### config.mk
export PLATFORM = sky130hd
export DESIGN_NAME = utf16_byte_stream_decoder
export DESIGN_NICKNAME = d
export VERILOG_FILES = /design/src/sv/u16d_pkg.sv /design/src/sv/utf16_byte_stream_decoder.sv /design/src/sv/u16d_decode.sv /design/src/sv/u16d_fifo.sv
export SDC_FILE = /design/constraint.sdc
export NUM_CORES = 1
export LEC_CHECK = 0
export BUFFER_PORTS_ARGS = -buffer_cell sky130_fd_sc_hd__buf_2
export CELL_PAD_IN_SITES_DETAIL_PLACEMENT = 1
export CELL_PAD_IN_SITES_GLOBAL_PLACEMENT = 1
export CORE_MARGIN = 3
export CORE_UTILIZATION = 47
export CTS_CLUSTER_SIZE = 30
export DETAILED_ROUTE_END_ITERATION = 10
export PLACE_DENSITY_LB_ADDON = 0.25
export SYNTH_ARGS = -nofsm -noshare
export SYNTH_HDL_FRONTEND = slang
export SYNTH_SLANG_ARGS = --single-unit
### constraint.sdc
create_clock -name clk -period 6.8 [get_ports clk]
set_input_delay 1.02 -clock clk [delete_from_list [all_inputs] [get_ports clk]]
set_output_delay 1.02 -clock clk [all_outputs]
set_load 0.005 [all_outputs]
### src/sv/u16d_pkg.sv
// shared types and constants for the utf-16 byte stream decoder
// no dependencies
`default_nettype none

package u16d_pkg;

  localparam int COUNT_WIDTH_DEF = 24;
  localparam int CHAR_COUNT_W    = 24;
  localparam int UNIT_W          = 16;
  localparam int MAX_RES         = 3;
  localparam int RES_N_W         = 2;
  localparam int FIFO_DEPTH      = 4;

  localparam logic [UNIT_W-1:0] UNIT_BOM = 16'hFEFF;
  localparam logic [UNIT_W-1:0] UNIT_CR  = 16'h000D;
  localparam logic [UNIT_W-1:0] UNIT_LF  = 16'h000A;

  typedef enum logic [1:0] {
    REG_LOW_BYTE_FIRST = 2'd0,
    REG_FOLD_CR        = 2'd1,
    REG_DROP_BOM       = 2'd2
  } reg_index_t;

  typedef enum logic {
    KIND_CHAR    = 1'b0,
    KIND_SUMMARY = 1'b1
  } kind_t;

  typedef struct packed {
    logic low_byte_first;
    logic fold_cr;
    logic drop_bom;
  } cfg_t;

  typedef struct packed {
    logic [UNIT_W-1:0]       code_unit;
    kind_t                   kind;
    logic [CHAR_COUNT_W-1:0] char_count;
    logic                    all_ascii;
    logic                    last;
  } result_t;

endpackage

`default_nettype wire

### src/sv/utf16_byte_stream_decoder.sv
// top level of the utf-16 byte stream decoder
// holds the config registers; uses u16d_pkg, u16d_decode, u16d_fifo
//
//  channel | direction | handshake            | payload
//  in      | input     | in_valid / in_stall  | data_byte, end_of_data
//  out     | output    | out_valid / out_stall| code_unit, kind, char_count, all_ascii, last
//  cfg     | input     | cfg_wr               | cfg_addr, cfg_data
//
// one byte is taken per cycle while in_stall is low; its zero to three results land in a 4-entry queue
// one result leaves the queue per cycle while out_stall is low, so the output port sets the pace
// in_stall rises while the queue holds two or more results
// synchronous reset clears stream state and queue; config resets to le, no crlf, drop bom
`default_nettype none

module utf16_byte_stream_decoder import u16d_pkg::*; #(
  parameter int COUNT_WIDTH = COUNT_WIDTH_DEF
) (
  input  wire logic                    clk,
  input  wire logic                    rst,
  input  wire logic                    in_valid,
  output logic                         in_stall,
  input  wire logic [7:0]              data_byte,
  input  wire logic                    end_of_data,
  output logic                         out_valid,
  input  wire logic                    out_stall,
  output logic [UNIT_W-1:0]            code_unit,
  output logic                         kind,
  output logic [CHAR_COUNT_W-1:0]      char_count,
  output logic                         all_ascii,
  output logic                         last,
  input  wire logic                    cfg_wr,
  input  wire logic [1:0]              cfg_addr,
  input  wire logic                    cfg_data
);

  cfg_t                  cfg;
  logic                  accept;
  logic                  room;
  result_t [MAX_RES-1:0] res;
  logic [RES_N_W-1:0]    res_n;
  result_t               head_res;

  assign in_stall = !room;
  assign accept   = in_valid && room;

  always_ff @(posedge clk) begin
    if (rst) begin
      cfg.low_byte_first <= 1'b1;
      cfg.fold_cr        <= 1'b0;
      cfg.drop_bom       <= 1'b1;
    end else if (cfg_wr) begin
      case (cfg_addr)
        REG_LOW_BYTE_FIRST: cfg.low_byte_first <= cfg_data;
        REG_FOLD_CR:        cfg.fold_cr        <= cfg_data;
        REG_DROP_BOM:       cfg.drop_bom       <= cfg_data;
        default: ;
      endcase
    end
  end

  u16d_decode #(
    .COUNT_WIDTH(COUNT_WIDTH)
  ) u_decode (
    .clk         (clk),
    .rst         (rst),
    .accept      (accept),
    .data_byte   (data_byte),
    .end_of_data (end_of_data),
    .cfg         (cfg),
    .res         (res),
    .res_n       (res_n)
  );

  u16d_fifo u_fifo (
    .clk       (clk),
    .rst       (rst),
    .push_data (res),
    .push_n    (res_n),
    .room      (room),
    .pop_valid (out_valid),
    .pop_stall (out_stall),
    .pop_data  (head_res)
  );

  assign code_unit  = head_res.code_unit;
  assign kind       = head_res.kind;
  assign char_count = head_res.char_count;
  assign all_ascii  = head_res.all_ascii;
  assign last       = head_res.last;

  a_eod_gives_summary: assert property (@(posedge clk) disable iff (rst)
    accept && end_of_data |-> res_n != '0)
    else $error("end of data produced no summary");

  a_summary_is_last: assert property (@(posedge clk) disable iff (rst)
    out_valid && kind == KIND_SUMMARY |-> last)
    else $error("summary result not marked last");

  a_no_accept_when_full: assert property (@(posedge clk) disable iff (rst)
    in_stall |-> !accept)
    else $error("byte taken while queue lacks room");

endmodule

`default_nettype wire

### src/sv/u16d_decode.sv
// pairing, line-end and byte-order-mark logic plus per-stream state
// builds up to three results for each accepted byte; uses u16d_pkg
`default_nettype none

module u16d_decode import u16d_pkg::*; #(
  parameter int COUNT_WIDTH = COUNT_WIDTH_DEF
) (
  input  wire logic                        clk,
  input  wire logic                        rst,
  input  wire logic                        accept,
  input  wire logic [7:0]                  data_byte,
  input  wire logic                        end_of_data,
  input  wire cfg_t                        cfg,
  output result_t [MAX_RES-1:0]            res,
  output logic    [RES_N_W-1:0]            res_n
);

  logic [7:0]             held_byte, held_byte_next;
  logic                   have_held, have_held_next;
  logic                   pending_cr, pending_cr_next;
  logic                   ascii_so_far, ascii_so_far_next;
  logic [COUNT_WIDTH-1:0] emitted_count, emitted_count_next;
  logic                   first_unit_seen, first_unit_seen_next;

  logic [UNIT_W-1:0]      unit;
  logic                   keep, emit_lf1, emit_unit, emit_lf2, pcr_after;
  logic [UNIT_W-1:0]      code2;
  logic                   v2;
  logic [COUNT_WIDTH-1:0] cnt1, cnt2;
  logic                   asc2;
  result_t                e0, e1, e2;
  logic [CHAR_COUNT_W-1:0] rep1, rep2;

  function automatic logic [COUNT_WIDTH-1:0] sat_inc(input logic [COUNT_WIDTH-1:0] c);
    sat_inc = (&c) ? c : c + 1'b1;
  endfunction

  function automatic logic [CHAR_COUNT_W-1:0] report(input logic [COUNT_WIDTH-1:0] c);
    logic [CHAR_COUNT_W-1:0] r;
    if (COUNT_WIDTH > CHAR_COUNT_W) begin
      r = (c > COUNT_WIDTH'({CHAR_COUNT_W{1'b1}})) ? {CHAR_COUNT_W{1'b1}}
                                                  : CHAR_COUNT_W'(c);
    end else begin
      r = CHAR_COUNT_W'(c);
    end
    return r;
  endfunction

  always_comb begin
    unit = cfg.low_byte_first ? {data_byte, held_byte} : {held_byte, data_byte};
    keep = have_held && !(!first_unit_seen && cfg.drop_bom && unit == UNIT_BOM);
    emit_lf1  = keep && pending_cr && unit != UNIT_LF;
    emit_unit = keep && !(cfg.fold_cr && unit == UNIT_CR);
    pcr_after = keep ? (cfg.fold_cr && unit == UNIT_CR) : pending_cr;
    // a cr left pending at end of stream still yields its lf
    emit_lf2  = end_of_data && pcr_after;
    // unit and trailing lf never occur together
    v2    = emit_unit || emit_lf2;
    code2 = emit_unit ? unit : UNIT_LF;

    cnt1 = emit_lf1 ? sat_inc(emitted_count) : emitted_count;
    cnt2 = v2 ? sat_inc(cnt1) : cnt1;
    asc2 = ascii_so_far && !(v2 && code2[UNIT_W-1:7] != '0);
    rep1 = report(cnt1);
    rep2 = report(cnt2);

    e0.code_unit  = UNIT_LF;
    e0.kind       = KIND_CHAR;
    e0.char_count = rep1;
    e0.all_ascii  = ascii_so_far;
    e0.last       = !v2 && !end_of_data;

    e1.code_unit  = code2;
    e1.kind       = KIND_CHAR;
    e1.char_count = rep2;
    e1.all_ascii  = asc2;
    e1.last       = !end_of_data;

    e2.code_unit  = '0;
    e2.kind       = KIND_SUMMARY;
    e2.char_count = rep2;
    e2.all_ascii  = asc2;
    e2.last       = 1'b1;

    // pack the valid entries to the front, order kept
    res[0] = emit_lf1 ? e0 : (v2 ? e1 : e2);
    res[1] = emit_lf1 ? (v2 ? e1 : e2) : e2;
    res[2] = e2;
    res_n  = accept ? RES_N_W'({1'b0, emit_lf1} + {1'b0, v2} + {1'b0, end_of_data})
                    : '0;
  end

  always_comb begin
    held_byte_next       = held_byte;
    have_held_next       = have_held;
    pending_cr_next      = pending_cr;
    ascii_so_far_next    = ascii_so_far;
    emitted_count_next   = emitted_count;
    first_unit_seen_next = first_unit_seen;
    if (accept) begin
      if (end_of_data) begin
        held_byte_next       = '0;
        have_held_next       = 1'b0;
        pending_cr_next      = 1'b0;
        ascii_so_far_next    = 1'b1;
        emitted_count_next   = '0;
        first_unit_seen_next = 1'b0;
      end else if (!have_held) begin
        held_byte_next = data_byte;
        have_held_next = 1'b1;
      end else begin
        held_byte_next       = '0;
        have_held_next       = 1'b0;
        first_unit_seen_next = 1'b1;
        pending_cr_next      = pcr_after;
        ascii_so_far_next    = asc2;
        emitted_count_next   = cnt2;
      end
    end
  end

  always_ff @(posedge clk) begin
    if (rst) begin
      held_byte       <= '0;
      have_held       <= 1'b0;
      pending_cr      <= 1'b0;
      ascii_so_far    <= 1'b1;
      emitted_count   <= '0;
      first_unit_seen <= 1'b0;
    end else begin
      held_byte       <= held_byte_next;
      have_held       <= have_held_next;
      pending_cr      <= pending_cr_next;
      ascii_so_far    <= ascii_so_far_next;
      emitted_count   <= emitted_count_next;
      first_unit_seen <= first_unit_seen_next;
    end
  end

  a_eod_clears: assert property (@(posedge clk) disable iff (rst)
    accept && end_of_data |=> !have_held && !pending_cr && emitted_count == '0
                              && ascii_so_far && !first_unit_seen)
    else $error("stream state not cleared after end of data");

  a_first_byte_held: assert property (@(posedge clk) disable iff (rst)
    accept && !end_of_data && !have_held |=> have_held && held_byte == $past(data_byte))
    else $error("first byte of a pair not held");

  a_pending_needs_pairing: assert property (@(posedge clk) disable iff (rst)
    $rose(pending_cr) |-> $past(accept) && $past(have_held) && $past(cfg.fold_cr))
    else $error("pending cr set without a completed cr unit");

endmodule

`default_nettype wire

### src/sv/u16d_fifo.sv
// result queue: takes up to three results a cycle, hands out one while pop_stall is low
// uses u16d_pkg for the result type and depth
`default_nettype none

module u16d_fifo import u16d_pkg::*; (
  input  wire logic                 clk,
  input  wire logic                 rst,
  input  wire result_t [MAX_RES-1:0] push_data,
  input  wire logic [RES_N_W-1:0]   push_n,
  output logic                      room,
  output logic                      pop_valid,
  input  wire logic                 pop_stall,
  output result_t                   pop_data
);

  localparam int PTR_W = $clog2(FIFO_DEPTH);
  localparam int CNT_W = $clog2(FIFO_DEPTH + 1);

  result_t [FIFO_DEPTH-1:0] entry;
  logic [PTR_W-1:0] head, head_next;
  logic [CNT_W-1:0] count, count_next;
  logic [PTR_W-1:0] tail;
  logic             pop;

  assign pop_valid = count != '0;
  assign pop_data  = entry[head];
  assign pop       = pop_valid && !pop_stall;
  // room for a worst-case burst of results
  assign room      = count <= CNT_W'(FIFO_DEPTH - MAX_RES);
  assign tail      = head + PTR_W'(count);

  always_comb begin
    head_next  = pop ? head + 1'b1 : head;
    count_next = count + CNT_W'(push_n) - CNT_W'(pop);
  end

  always_ff @(posedge clk) begin
    if (rst) begin
      head  <= '0;
      count <= '0;
    end else begin
      head  <= head_next;
      count <= count_next;
    end
  end

  always_ff @(posedge clk) begin
    for (int i = 0; i < MAX_RES; i++) begin
      if (RES_N_W'(i) < push_n) begin
        entry[tail + PTR_W'(i)] <= push_data[i];
      end
    end
  end

  a_no_overflow: assert property (@(posedge clk) disable iff (rst)
    count <= CNT_W'(FIFO_DEPTH))
    else $error("result queue overflow");

  a_push_needs_room: assert property (@(posedge clk) disable iff (rst)
    push_n != '0 |-> room)
    else $error("results pushed without room");

  a_count_tracks: assert property (@(posedge clk) disable iff (rst)
    pop && push_n == '0 |=> count == $past(count) - 1'b1)
    else $error("queue count did not follow a lone pop");

endmodule

`default_nettype wire
# Word-level counts from Yosys, hierarchy flattened
# Cells that the tools add are included.
[word_totals]
register_bits = 216
latch_bits = 0
ram_bits = 0
mem_bits_ro = 0
in_bits = 17
output_inout_bits = 45
word_cells = 129
mem_count = 0
[classes]
add_sub_neg = 10
multipliers = 0
div_mod_pow = 0
magnitude_cmp = 11
n_eq_ne = 5
shifts = 0
mux = 37
n_bitwise = 0
reduce_logical = 35
[op_table]
columns = ["cell", "count"]
rows = [
  ["$bwmux 172", 3],
  ["$mux 172", 3],
  ["$mux 43", 7],
  ["$demux 43 s2", 3],
  ["$mux 24", 6],
  ["$bmux 43 s2", 1],
  ["$add 24x1->24 const B", 2],
  ["$reduce_and 24->1", 2],
  ["$mux 16", 2],
  ["$eq 16x16->1 const B", 1],
  ["$eq 16x4->1 const B", 1],
  ["$logic_and 1x1->1", 16],
  ["$mux 8", 2],
  ["$ne 16x4->1 const B", 1],
  ["$lt 2x3->1 const B", 4],
  ["$mux 1", 9],
  ["$reduce_bool 9->1", 1],
  ["$logic_not 1->1", 8],
  ["$reduce_and 2->1", 4],
  ["$ge 2x1->1 const B", 3],
  ["$add 2x1->2 const B", 2],
  ["$lt 1x2->1 const A", 2],
  ["$add 3x2->3", 1],
  ["$le 3x1->1 const B", 1],
  ["other kinds (13)", 13],
]

# Logic depth before layout (Yosys ltp)
# Gate-level depths: netlist of the first run.
[depth]
word_depth = 19
ltp_mapped = 22

# Cells and area by module
# Synthesis of the first run repeated with hierarchy kept, for this count alone.
[unflattened]
cells_unflattened = 1741
area_unflattened_um2 = 13678.1
[by_module_without_submodules]
columns = ["module", "instances", "cells_per_inst", "area_each_um2", "seq_area_each_um2"]
rows = [
  ["u16d_fifo", 1, 1061, 8871.0, 3543.4],
  ["u16d_decode", 1, 664, 4655.7, 720.7],
  ["utf16_byte_stream_decoder", 1, 16, 151.4, 60.1],
]

# Worst setup path before layout of the first run
# No wires, ideal clock.
[synth_timing]
path_kind = "in2reg"
startpoint = "input port data_byte[1]"
endpoint = "register u_fifo.entry[101] (netlist bit)"
setup_time_ps = 95
arrival_ps = 5205
required_ps = 6705
setup_slack_ps = 1499
cell_stages = 16
n_path_buf = 3
cell_sequence = "or4b_1 -> nor4_2 -> o21ai_0 -> o311ai_1 -> a21boi_0 -> buf_2 -> clkinv_1 -> fa_1 -> nand2_1 -> nor3_1 -> and2_1 -> clkbuf_1 -> nor2_1 -> o21ai_0 -> clkbuf_1 -> a221oi_1"
[synth_via]
elab_chain_len = 19
word_cells_on_any_way = 35
classes_between = "3 x add/sub; 3 x order compare; 3 x eq/ne; 15 x mux; 11 x reduce/logical"
[synth_rtl]
columns = ["item", "line_no", "rtl"]
rows = [
  ["start: declaration", "utf16_byte_stream_decoder.sv:22", "input wire logic [7:0] data_byte,"],
  ["$mux 16 *", "u16d_decode.sv:50", "unit = cfg.low_byte_first ? {data_byte, held_byte} : {held_byte, data_byte};"],
  ["$eq 16x16->1", "u16d_decode.sv:51", "keep = have_held && !(!first_unit_seen && cfg.drop_bom && unit == UNIT_BOM);"],
  ["$logic_and 1x1->1", "u16d_decode.sv:51", ""],
  ["$logic_not 1->1", "u16d_decode.sv:51", ""],
  ["$logic_and 1x1->1", "u16d_decode.sv:51", ""],
  ["$logic_and 1x1->1 (2 in series)", "u16d_decode.sv:52", "emit_lf1 = keep && pending_cr && unit != UNIT_LF;"],
  ["$mux 24", "u16d_decode.sv:61", "cnt1 = emit_lf1 ? sat_inc(emitted_count) : emitted_count;"],
  ["$add 24x1->24 or $reduce_and 24->1 (tied branches)", "u16d_decode.sv:35", "sat_inc = (&c) ? c : c + 1'b1;"],
  ["[... 2 more ...]", "-", ""],
  ["$mux 43", "u16d_decode.sv:86, u16d_decode.sv:87", ""],
  ["$mux 43", "u16d_decode.sv:86", "res[0] = emit_lf1 ? e0 : (v2 ? e1 : e2);"],
  ["$bwmux 172", "u16d_fifo.sv:50", "entry[tail + PTR_W'(i)] <= push_data[i];"],
  ["$mux 172", "u16d_fifo.sv:49", "if (RES_N_W'(i) < push_n) begin"],
  ["$bwmux 172", "u16d_fifo.sv:50", ""],
  ["$mux 172", "u16d_fifo.sv:49", ""],
  ["$bwmux 172", "u16d_fifo.sv:50", ""],
  ["$mux 172 *", "u16d_fifo.sv:49", ""],
  ["end signal: indexed assignment", "u16d_fifo.sv:50", ""],
  ["end: declaration", "u16d_fifo.sv:19", "result_t [FIFO_DEPTH-1:0] entry;"],
]
# Mark *: on every way between the ends. The rest lies on a longest branch, timed or not.
# A chain may end at the register's enable or synchronous reset.

# Final worst setup path of the first run
[layout_timing]
startpoint = "register u_decode.emitted_count[0]"
endpoint = "register u_fifo.entry[145] (netlist bit)"
[layout_via]
elab_chain_len = 14
word_cells_on_any_way = 17
classes_between = "2 x add/sub; 13 x mux; 2 x reduce/logical"
[layout_rtl]
columns = ["item", "line_no", "rtl"]
rows = [
  ["start: declaration", "u16d_decode.sv:22", "logic [COUNT_WIDTH-1:0] emitted_count, emitted_count_next;"],
  ["start signal: assignment", "u16d_decode.sv:135", "emitted_count <= emitted_count_next;"],
  ["$add 24x1->24 or $reduce_and 24->1 (tied branches)", "u16d_decode.sv:35", ""],
  ["$mux 24", "u16d_decode.sv:35", ""],
  ["$mux 24 *", "u16d_decode.sv:61", ""],
  ["$add 24x1->24 or $reduce_and 24->1 (tied branches)", "u16d_decode.sv:35", ""],
  ["$mux 24", "u16d_decode.sv:35", ""],
  ["$mux 24", "u16d_decode.sv:62", "cnt2 = v2 ? sat_inc(cnt1) : cnt1;"],
  ["$mux 43", "u16d_decode.sv:86, u16d_decode.sv:87", ""],
  ["$mux 43", "u16d_decode.sv:86", ""],
  ["$bwmux 172", "u16d_fifo.sv:50", ""],
  ["$mux 172", "u16d_fifo.sv:49", ""],
  ["$bwmux 172", "u16d_fifo.sv:50", ""],
  ["$mux 172", "u16d_fifo.sv:49", ""],
  ["$bwmux 172", "u16d_fifo.sv:50", ""],
  ["$mux 172 *", "u16d_fifo.sv:49", ""],
]
# Marked as above.

==> results of run 1 <==
worst max-delay path by stage:
stage / from / endpoint / slack (ns) / cells after the start
5_1_grt: u_decode.emitted_count[0] / u_fifo.entry[145] / 0.77 / 19
6_report: u_decode.emitted_count[0] / u_fifo.entry[145] / 1.13 / 19
3_5_place_dp: data_byte[1] / u_fifo.entry[88] / 0.85 / 15
3_3_place_gp: data_byte[1] / u_fifo.entry[106] / 1.01 / 15
4_1_cts: u_decode.emitted_count[0] / u_fifo.entry[145] / 1.37 / 19
2_1_floorplan: data_byte[1] / u_fifo.entry[101] / 1.50 / 16
logic make-up (layout without fill, tap and decap cells):
| kind of cell | Yosys count | in the layout | share of synthesized area (%) |
|---|---|---|---|
| buf+inv | 156 | 180 | 4.79 |
| mux | 65 | 65 | 9.19 |
| xor+xnor | 46 | 46 | 3.33 |
| compound gates | 521 | 521 | 27.3 |
| flops | 216 | 216 | 33.3 |
| simple gates | 561 | 561 | 21.2 |
| fa+ha+maj | 8 | 8 | 0.886 |
power by group through the flow:
stage | sequential, mW | clock, mW | combinational [mW]
floorplan | 1.95 | 0 | 1.51
detailed placement | 2.16 | 0 | 2.06
finish | 2.15 | 1.44 | 2.11
global route | 2.21 | 1.51 | 2.30
global placement | 2.13 | 0 | 1.97
CTS | 2.14 | 1.44 | 2.08
flip-flops by register name (all words and copies together), names as in the netlist:
signal                    cells
u_decode.held_byte            8
u_decode.ascii_so_far         1
u_decode.emitted_count       24
u_fifo.head                   2
u_fifo.count                  3
u_fifo.entry                172
u_decode.first_unit_seen      1
u_decode.pending_cr           1
u_decode.have_held            1
cfg                           3
layer usage:
metal	part of all wire [%]	up-vias
li1	-	5925
met1	43	6802
met2	44	640
met3	9.5	113
met4	2.9	0
met5	0	-
Yosys cell counts, types with 6 or more instances:
master and n:
a22o_1 9, mux2i_1 18, nand2b_1 11, buf_2 19
a211oi_1 133, a21oi_1 107, nand2_1 137, or4_1 7
and2_1 13, and3_1 13, a2111oi_0 8, a221oi_1 15
clkbuf_1 98, ha_1 6, xnor2_1 24, nor3_1 39
xor2_1 18, o21ai_1 12, a31oi_1 20, nand4_1 15
dfxtp_1 216, o221ai_1 8, inv_1 23, nor2_1 189
mux4_2 43, o21ai_0 89, or2_2 8, o22ai_1 42
a2bb2oi_1 9, nand3b_1 6, nor4_1 7, buf_1 10
or3_1 40, nand3_1 46
tightest hold or removal path, stage by stage, from the launching register on:
cell     delay [ns]
dfxtp_1        0.31
nand2_1        0.05
nand2_1        0.05
through the flow:
stage	hold WS (ns)	util [%]	cell area [um2]	total power [mW]	setup slack, ns
2_1_floorplan	0.410	-	13000	3.46	1.50
4_1_cts	0.474	53.6	14500	5.67	1.37
5_1_grt	0.494	53.6	14500	6.01	0.772
3_3_place_gp	0.437	50.3	13600	4.10	1.01
6_report	0.463	53.6	14500	5.70	1.13
3_5_place_dp	0.444	50.3	13600	4.21	0.852
final cells by class:
cell class | instances | area [um2]
Clock inverter | 7 | 75.1
Inverter | 25 | 93.8
Fill cell | 3271 | 12500
Clock buffer | 41 | 807
Tap cell | 341 | 427
Sequential cell | 216 | 4330
Timing Repair Buffer | 107 | 651
Multi-Input combinational cell | 1201 | 8090
==> metrics, run 1 <==
outcome=completed; Reg-to-Reg End=u_fifo.entry[145]; CP Capture Type=flip-flop; TritonCTS Buffers=26; clock share of power=approximately a quarter; Most Crowded Layer GR=met2; worst endpoint data arrival time=around 6 ns; leading post-synthesis cells by cell area=dfxtp_1 33%, a211oi_1 7.7%, mux4_2 7.5%; sequential share of the synthesized area=between 30% and 40%; Slew @ Worst Pin=between 1 and 1.5 ns; root buffer cell=clkbuf_16; initial antenna violation count=0; post-detail-place hpwl=34.9 mm; Flop pwr share=37.8%; grt ovf=0; dpl cells=1,890; port buffer count=just over 60; Tightest Hold Check Type=reg -> reg; Comb power frac=36.9%; DR vias=approximately 13,000; worst hold path endpoint=u_decode.first_unit_seen; GP Congestion=0.948; Synth cell types=between 90 and 100; Residual DRC=0; First-pass DRT Iterations=5; Final period util=between 80% and 90%; CP max FO=10; Worst Setup Start Kind=flip-flop; Sw Ratio=between 30% and 40%; Final Non-Filler Cells=between 1,500 and 2,000; FF+latch count, synth=216; final-report hold violation count=0; CP dominant cell by count=nand2_1; met2 usage=52.2%; DRT iter0 DRCs=between 1,000 and 1,500; R2R cell count=19; vias in the first global route=about 14,000; most frequent cells in the layout=214 x dfxtp_1, 185 x nor2_1, 137 x nand2_1; Area Growth Syn to Fin=11.4%; # H-tree levels=1; row count=60; M1 GR Usage=around half; syn nets=1,598; Max transition margin=25.2%; Worst path max stage delay=between 0.5 and 0.6 ns; Setup TNS Final=0 ns; Via density=between 6 and 7; post_cts resized=0; Max-Cap Viols=0; drt total wl=~51 mm; Avg Cell Area, Syn=just over 8 um2; CP max-delay cell=nor4_4; CP bufs+invs=3; Overall Global Routing Usage=approximately a third; net switching power=between 2 and 2.5 mW; Slew Viols, Final=0; Syn Inst Count=1,573; number of synthesized flops with an enable pin=0; CP required=just over 7 ns; min-delay src=u_decode.first_unit_seen; min Tclk post-route=5.67 ns; CTS max path bufs=3; # diodes=0; Ys Warns=0; worst-path cell chain=ha_1 > nand3_1 > nor4_4 > nand2_1 > nor3_1 > buf_4 > nor2_1 > xnor2_1 > buf_4 > inv_1 > ha_1 > nand2_1 > nor3_1 > o221ai_2 > or3_1 > a211oi_2 > nand2_1 > nand2_1 > o221ai_1; ANT nets after route=0; clk_lat worst skew=between 0.5 and 0.6 ns; most common cell after layout, fill and taps aside=dfxtp_1; unrepaired setup endpoints after global routing=no; Worst R2R Setup Slack=between 1 and 1.5 ns; post-cts hold buffer count=0; TritonCTS clock tree=done; layout cell share with drive strength beyond 1=between 10% and 20%; Initial Util=between 40% and 50%; peak supply drop=~0.22 mV; Die H=approximately 170 um; DR WL/cell=about 26 um; final setup vio count=0; Sink Count=about 220; Crit Path Class=reg -> reg; setup bufs post-CTS=0; prevailing post-synth register cell=dfxtp_1; Leakage=between 5 and 6 nW; hold path depth=2; CP delay by family, top=simple AND/OR/NAND/NOR gates; largest area contributor in the netlist=dfxtp_1; largest net degree at the start of global routing=50; Async S/R FF share, synth=0%; Die X=between 150 and 200 um; total core area=~27,000 um2; power density over the cells=about 400 nW/um2; M3 GR Usage=under 10%; reg2reg start=u_decode.emitted_count[0]; Synth top area share=33.3%; nets=roughly 1,600; internal power=3.64 mW; Worst-path clk slew=0.06 ns; global-route wire length before repair=between 70 and 80 mm; fmax=roughly 180 MHz; clk_skew=between 0.02 and 0.025 ns; Mapped Area=13,000 um2; area of the die=between 20,000 and 30,000 um2; # IOs=just over 60
Power figures use the tool's default switching activity.
==> run 2, diff against run 1 <==
- CORE_UTILIZATION: 47 -> 43
- clock period: 6.8 -> 4.8 ns (I/O delays scaled with it)
==> run 2 against run 1 <==
Clock power up 47%; register-to-register slack lost 0.84 ns; fmax up 26%; critical path depth decreased by 7; design area up 5.6%; via count grew 3.1%; cell count grew 6.7%; worst setup slack got worse by 0.84 ns; count of clock-buffer cells in the layout is 8 lower; critical path type unchanged; largest cell class unchanged; highest routed layer unchanged.
==> metrics, run 2 (synthesized netlist as in run 1, its figures left out) <==
max reg flops=172 (unchanged); DR vias=13,900 (was 13,500); Worst Setup Start Kind=flip-flop (unchanged); most frequent cells in the layout=213 x dfxtp_1, 182 x nor2_1, 134 x nand2_1 (was 214 x dfxtp_1, 185 x nor2_1, 137 x nand2_1); Tightest Hold Check Type=in -> reg (was reg -> reg); Die X=180 um (was 172 um); Via density=6.72 (was 6.96); # IOs=62 (unchanged); power density over the cells=543 nW/um2 (was 394 nW/um2); Final Non-Filler Cells=2,068 (was 1,938); row count=63 (was 60); CP required=5.20 ns (was 7.20 ns); R2R cell count=12 (was 19); worst hold path endpoint=cfg[2] (was u_decode.first_unit_seen); worst endpoint data arrival time=4.92 ns (was 6.07 ns); Largest regs=u_fifo.entry: 172 flops, u_decode.emitted_count: 24 flops, u_decode.held_byte: 8 flops (unchanged); Slew @ Worst Pin=1.17 ns (was 1.11 ns); dpl cells=2,020 (was 1,890); min-delay src=cfg_data (was u_decode.first_unit_seen); Final period util=94.1% (was 83.4%); Max-Cap Viols=0 (unchanged); outcome=completed (unchanged); Reg-to-Reg End=u_fifo.entry[48] (was u_fifo.entry[145]); CP delay by family, top=simple AND/OR/NAND/NOR gates (unchanged); root buffer cell=clkbuf_16 (unchanged); Crit Path Class=reg -> reg (unchanged); global-route wire length before repair=83.4 mm (was 79.6 mm); total core area=29,700 um2 (was 27,000 um2); hold path depth=2 (unchanged); Slew Viols, Final=0 (unchanged); vias in the first global route=14,000 (was 13,600); Final Power=8.30 mW (was 5.70 mW); initial antenna violation count=0 (unchanged); most common cell after layout, fill and taps aside=dfxtp_1 (unchanged); DR WL/cell=25.8 um (was 26.4 um); GP Congestion=0.939 (was 0.948); grt ovf=0 (unchanged); Hold WS=0.443 ns (was 0.463 ns); Worst-path clk slew=0.06 ns (about the same); Sink Count=216 (unchanged); CP max-delay cell=dfxtp_1 (was nor4_4); # H-tree levels=1 (unchanged); final-report hold violation count=0 (unchanged); CTS max path bufs=3 (unchanged); Max transition margin=21.8% (was 25.2%); min Tclk post-route=4.52 ns (was 5.67 ns); Leakage=5.71 nW (was 5.26 nW); nets=1,683 (was 1,602); Worst path max stage delay=0.64 ns (was 0.58 ns); largest net degree at the start of global routing=46 (was 50); final setup vio count=0 (unchanged); worst-path cell chain=nand3_1 > nor3_1 > nand3_1 > or4_1 > a21oi_1 > nor2_1 > or3_1 > o31ai_4 > buf_4 > o31ai_1 > nor3_1 > o22ai_1 (was ha_1 > nand3_1 > nor4_4 > nand2_1 > nor3_1 > buf_4 > nor2_1 > xnor2_1 > buf_4 > inv_1 > ha_1 > nand2_1 > nor3_1 > o221ai_2 > or3_1 > a211oi_2 > nand2_1 > nand2_1 > o221ai_1); drt total wl=53.3 mm (was 51.2 mm); Initial Util=43.7% (was 48.1%); Biggest register=u_fifo.entry (unchanged); clk_skew=0.0207 ns (was 0.0221 ns); DRT iter0 DRCs=1,133 (was 1,349); setup bufs post-CTS=0 (unchanged); ANT nets after route=0 (unchanged); CP Capture Type=flip-flop (unchanged); layout cell share with drive strength beyond 1=21.0% (was 16.0%); Filler cells=3,528 (was 3,271); Overall Global Routing Usage=32.0% (was 34.2%); post_cts resized=0 (unchanged); # diodes=0 (unchanged); port buffer count=61 (unchanged); Residual DRC=0 (unchanged); post-detail-place hpwl=37.6 mm (was 34.9 mm); Worst R2R Setup Slack=0.28 ns (was 1.13 ns); Die H=180 um (was 172 um); peak supply drop=0.309 mV (was 0.224 mV); CP max FO=14 (was 10); TritonCTS Buffers=26 (unchanged); Area Growth Syn to Fin=17.7% (was 11.4%); Crit. Startpoint=u_decode.emitted_count[6] (was u_decode.emitted_count[0]); TritonCTS clock tree=done (unchanged); unrepaired setup endpoints after global routing=yes (was no); clk_lat worst skew=0.55 ns (about the same); area of the die=32,300 um2 (was 29,700 um2); CP bufs+invs=1 (was 3); First-pass DRT Iterations=5 (unchanged); fmax=221 MHz (was 176 MHz); reg2reg start=u_decode.emitted_count[6] (was u_decode.emitted_count[0]); post-cts hold buffer count=0 (unchanged)
## run 2: how the worst max path moves through the flow
stage                                       endpoint  cells after the start  slack (ns)
after floorplan                    u_fifo.entry[131]                     16        0.12
after global placement    u_decode.emitted_count[22]                     19        0.05
after detailed placement           u_fifo.entry[105]                     16       -0.23
after CTS                          u_fifo.entry[105]                     15        0.17
after global routing                 u_fifo.entry[5]                     12       -0.03
final                               u_fifo.entry[48]                     12        0.28
## run 2: cell type report
class / count / area, um2 / area share [%]
multi-input cells: 1201 / 8150 / 53.3
flip-flops and latches: 216 / 4330 / 28.3
repair buffers: 188 / 1320 / 8.64
clock buffers: 33 / 748 / 4.89
well taps: 390 / 488 / 3.19
clock inverters: 15 / 163 / 1.06
inverters: 25 / 95.1 / 0.622
## run 2: through the flow
| stage | util [%] | setup TNS [ns] | area (um2) | worst slack (ns) |
|---|---|---|---|---|
| 4_1_cts | 51.3 | 0 | 15300 | 0.171 |
| 2_1_floorplan | - | 0 | 13000 | 0.117 |
| 5_1_grt | 51.5 | -0.104 | 15300 | -0.0259 |
| 3_3_place_gp | 48.3 | 0 | 14300 | 0.0518 |
| 3_5_place_dp | 48.3 | -2.19 | 14300 | -0.232 |
| 6_report | 51.5 | 0 | 15300 | 0.283 |
## run 2: worst register-to-register path: cells and delay by family (launching register included)
family	cells	cell delay (ns)
and+or+nand+nor	7	2.65
AOI/OAI and AO/OA	4	0.92
DFF	1	0.64
buffers and inverters	1	0.17
## run 2: routing by layer
layer	track usage, %	share of wire (%)	routed length, um	up-vias
li1	-	-	-	6110
met1	45.1	44	23600	7057
met2	50.9	45	24000	633
met3	6.31	8.3	4420	102
met4	7.67	2.3	1250	0
met5	0	0	0	-
## run 2: where the power goes
| group | internal (mW) | switching [mW] | total (mW) |
|---|---|---|---|
| Sequential | 2.51 | 0.422 | 2.94 |
| Clock | 1.26 | 0.856 | 2.12 |
| Combinational | 1.53 | 1.71 | 3.25 |
| Total | 5.31 | 2.99 | 8.30 |
==> run 3, diff against run 2 <==
--- a/config.mk
+++ b/config.mk
@@ -14,2 +14,3 @@
 export DETAILED_ROUTE_END_ITERATION = 10
+export MAX_ROUTING_LAYER = met4
 export PLACE_DENSITY_LB_ADDON = 0.25
--- a/constraint.sdc
+++ b/constraint.sdc
@@ -3,2 +3,2 @@
 set_output_delay 0.72 -clock clk [all_outputs]
-set_load 0.005 [all_outputs]
+set_load 0.01 [all_outputs]
==> run 3 against run 2 <==
Clock power fell by 6%; sequential power barely moved; power shrank 0.33%; largest cell class unchanged; first-iteration DRC count up 12%; die area is the same; combinational power rose by 4%; critical path type unchanged.
==> metrics, run 3 (synthesized netlist as in run 1, its figures left out) <==
port buffer count=61 (unchanged); global-route wire length before repair=82.8 mm (was 83.4 mm); total core area=29,700 um2 (unchanged); Leakage=5.71 nW (about the same); Placement Cell Area=14,400 um2 (was 14,300 um2); Initial Util=43.7% (unchanged); most frequent cells in the layout=214 x dfxtp_1, 183 x nor2_1, 134 x nand2_1 (was 213 x dfxtp_1, 182 x nor2_1, 134 x nand2_1); utilization after layout=51.3% (was 51.5%); Area Growth Syn to Fin=17.3% (was 17.7%); row count=63 (unchanged); power density over the cells=543 nW/um2 (about the same); post-detail-place hpwl=37.7 mm (was 37.6 mm); Die H=180 um (unchanged); DRT iter0 DRCs=1,264 (was 1,133); R2R cell count=13 (was 12); Worst-path clk slew=0.06 ns (about the same); layout cell share with drive strength beyond 1=20.7% (was 21.0%); Die X=180 um (unchanged); largest net degree at the start of global routing=67 (was 46); Slew @ Worst Pin=1.06 ns (was 1.17 ns); drt total wl=53.7 mm (was 53.3 mm); Worst path max stage delay=0.47 ns (was 0.64 ns); Final period util=95.1% (was 94.1%); final setup vio count=0 (unchanged); Max-Cap Viols=0 (unchanged); initial antenna violation count=0 (unchanged); Residual DRC=0 (unchanged); Largest regs=u_fifo.entry: 172 flops, u_decode.emitted_count: 24 flops, u_decode.held_byte: 8 flops (unchanged); ANT nets after route=0 (unchanged); Tightest Hold Check Type=in -> reg (unchanged); Most Crowded Layer GR=met2 (unchanged); CP max FO=14 (unchanged); max reg flops=172 (unchanged); final-report hold violation count=0 (unchanged); most common cell after layout, fill and taps aside=dfxtp_1 (unchanged); reg2reg start=u_decode.emitted_count[1] (was u_decode.emitted_count[6]); peak supply drop=0.327 mV (was 0.309 mV); clk_skew=0.0167 ns (was 0.0207 ns); GP Congestion=0.966 (was 0.939); clk_lat worst skew=0.55 ns (about the same); Reg-to-Reg End=u_fifo.entry[52] (was u_fifo.entry[48]); area of the die=32,300 um2 (unchanged); CP Capture Type=flip-flop (unchanged); TritonCTS clock tree=done (unchanged); TritonCTS Buffers=26 (unchanged); Worst R2R Setup Slack=0.23 ns (was 0.28 ns); grt ovf=0 (unchanged); worst endpoint data arrival time=5.00 ns (was 4.92 ns); CP max-delay cell=and4_1 (was dfxtp_1); Filler cells=3,567 (was 3,528); Slew Viols, Final=0 (unchanged); unrepaired setup endpoints after global routing=no (was yes); Via density=6.64 (was 6.72); worst hold path endpoint=cfg[2] (unchanged); min-delay src=cfg_data (unchanged); CTS max path bufs=3 (unchanged); vias in the first global route=13,800 (was 14,000); met2 usage=49.0% (was 50.9%); DR WL/cell=25.9 um (was 25.8 um); Setup TNS Final=0 ns (unchanged); nets=1,689 (was 1,683); CP required=5.23 ns (was 5.20 ns); Biggest register=u_fifo.entry (unchanged); # H-tree levels=1 (unchanged); M3 GR Usage=9.09% (was 6.31%); Worst Setup Start Kind=flip-flop (unchanged); DR vias=13,800 (was 13,900); root buffer cell=clkbuf_16 (unchanged); Final Power=8.28 mW (was 8.30 mW); Design Area, Final=15,200 um2 (was 15,300 um2); # IOs=62 (unchanged); fmax=219 MHz (was 221 MHz); worst-path cell chain=ha_1 > nand3_1 > or3_1 > a211oi_1 > and4_1 > nand4_1 > a22oi_1 > and2_1 > buf_4 > a31o_2 > a21boi_1 > nor2_1 > o32a_1 (was nand3_1 > nor3_1 > nand3_1 > or4_1 > a21oi_1 > nor2_1 > or3_1 > o31ai_4 > buf_4 > o31ai_1 > nor3_1 > o22ai_1); post-place setup slack=-0.0660 ns (was -0.232 ns); M1 GR Usage=43.4% (was 45.1%); hold path depth=2 (unchanged); outcome=completed (unchanged); Sink Count=216 (unchanged); min Tclk post-route=4.57 ns (was 4.52 ns); Overall Global Routing Usage=32.9% (was 32.0%); Crit Path Class=reg -> reg (unchanged); First-pass DRT Iterations=8 (was 5); Max transition margin=28.9% (was 21.8%); post-route setup slack=0.233 ns (was 0.283 ns)
## run 3: cell count changes in the layout (fill, tap and decap cells not counted), moves of 2 or more
cell / change
buf_4: +6
clkbuf_1: +6
clkinvlp_4: -2
bufinv_16: -2
## run 3: repair_timing
| action | CTS | global route |
|---|---|---|
| hold buffers | 0 | 0 |
| endpoints found under the setup margin | 0 | 1 |
| setup buffers | 0 | 0 |
| resized for setup | 0 | 1 |
## run 3: worst max-delay path, delay by kind of cell, from the launching register on
kind / cells / cell delay [ns]
flops: 1 / 0.43
buf+inv: 1 / 0.26
compound gates: 5 / 1.66
fa+ha+maj: 1 / 0.22
simple gates: 6 / 1.87
## run 3: worst max path at each step
| stage | from | slack, ns | end |
|---|---|---|---|
| 5_1_grt | cfg[2] | 0.04 | u_fifo.entry[45] |
| 2_1_floorplan | data_byte[1] | 0.12 | u_fifo.entry[131] |
| 4_1_cts | cfg[2] | 0.33 | u_fifo.entry[105] |
| 3_5_place_dp | data_byte[1] | -0.07 | u_fifo.entry[63] |
| 6_report | u_decode.emitted_count[1] | 0.23 | u_fifo.entry[52] |
| 3_3_place_gp | data_byte[1] | 0.13 | u_fifo.entry[58] |
## run 3: layout make-up
cell class	count	area, um2	area share [%]
Tap cell	390	488	3.20
Clock inverter	10	90.1	0.591
Clock buffer	38	757	4.97
Sequential cell	216	4330	28.4
Timing Repair Buffer	194	1370	8.96
Antenna cell	1	2.50	0.0164
Multi-Input combinational cell	1201	8120	53.2
Inverter	25	95.1	0.624
## run 3: power by group
part / switching [mW] / leakage (nW) / internal (mW)
Sequential: 0.400 / 1.79 / 2.51
Clock: 0.837 / 0.422 / 1.15
Combinational: 1.84 / 3.49 / 1.54
## run 3: layer usage
| layer | vias up | share of wire [%] |
|---|---|---|
| met5 | - | 0 |
| met4 | 0 | 3.3 |
| met3 | 119 | 10 |
| met2 | 653 | 44 |
| met1 | 6890 | 43 |
| li1 | 6111 | - |
## run 3: through the flow
stage / std cells / hold slack (ns)
final: 2075 / 0.424
after global routing: 2074 / 0.438
after CTS: 2074 / 0.413
after detailed placement: 2026 / 0.438
after global placement: 2026 / 0.438
after floorplan: 1573 / 0.410
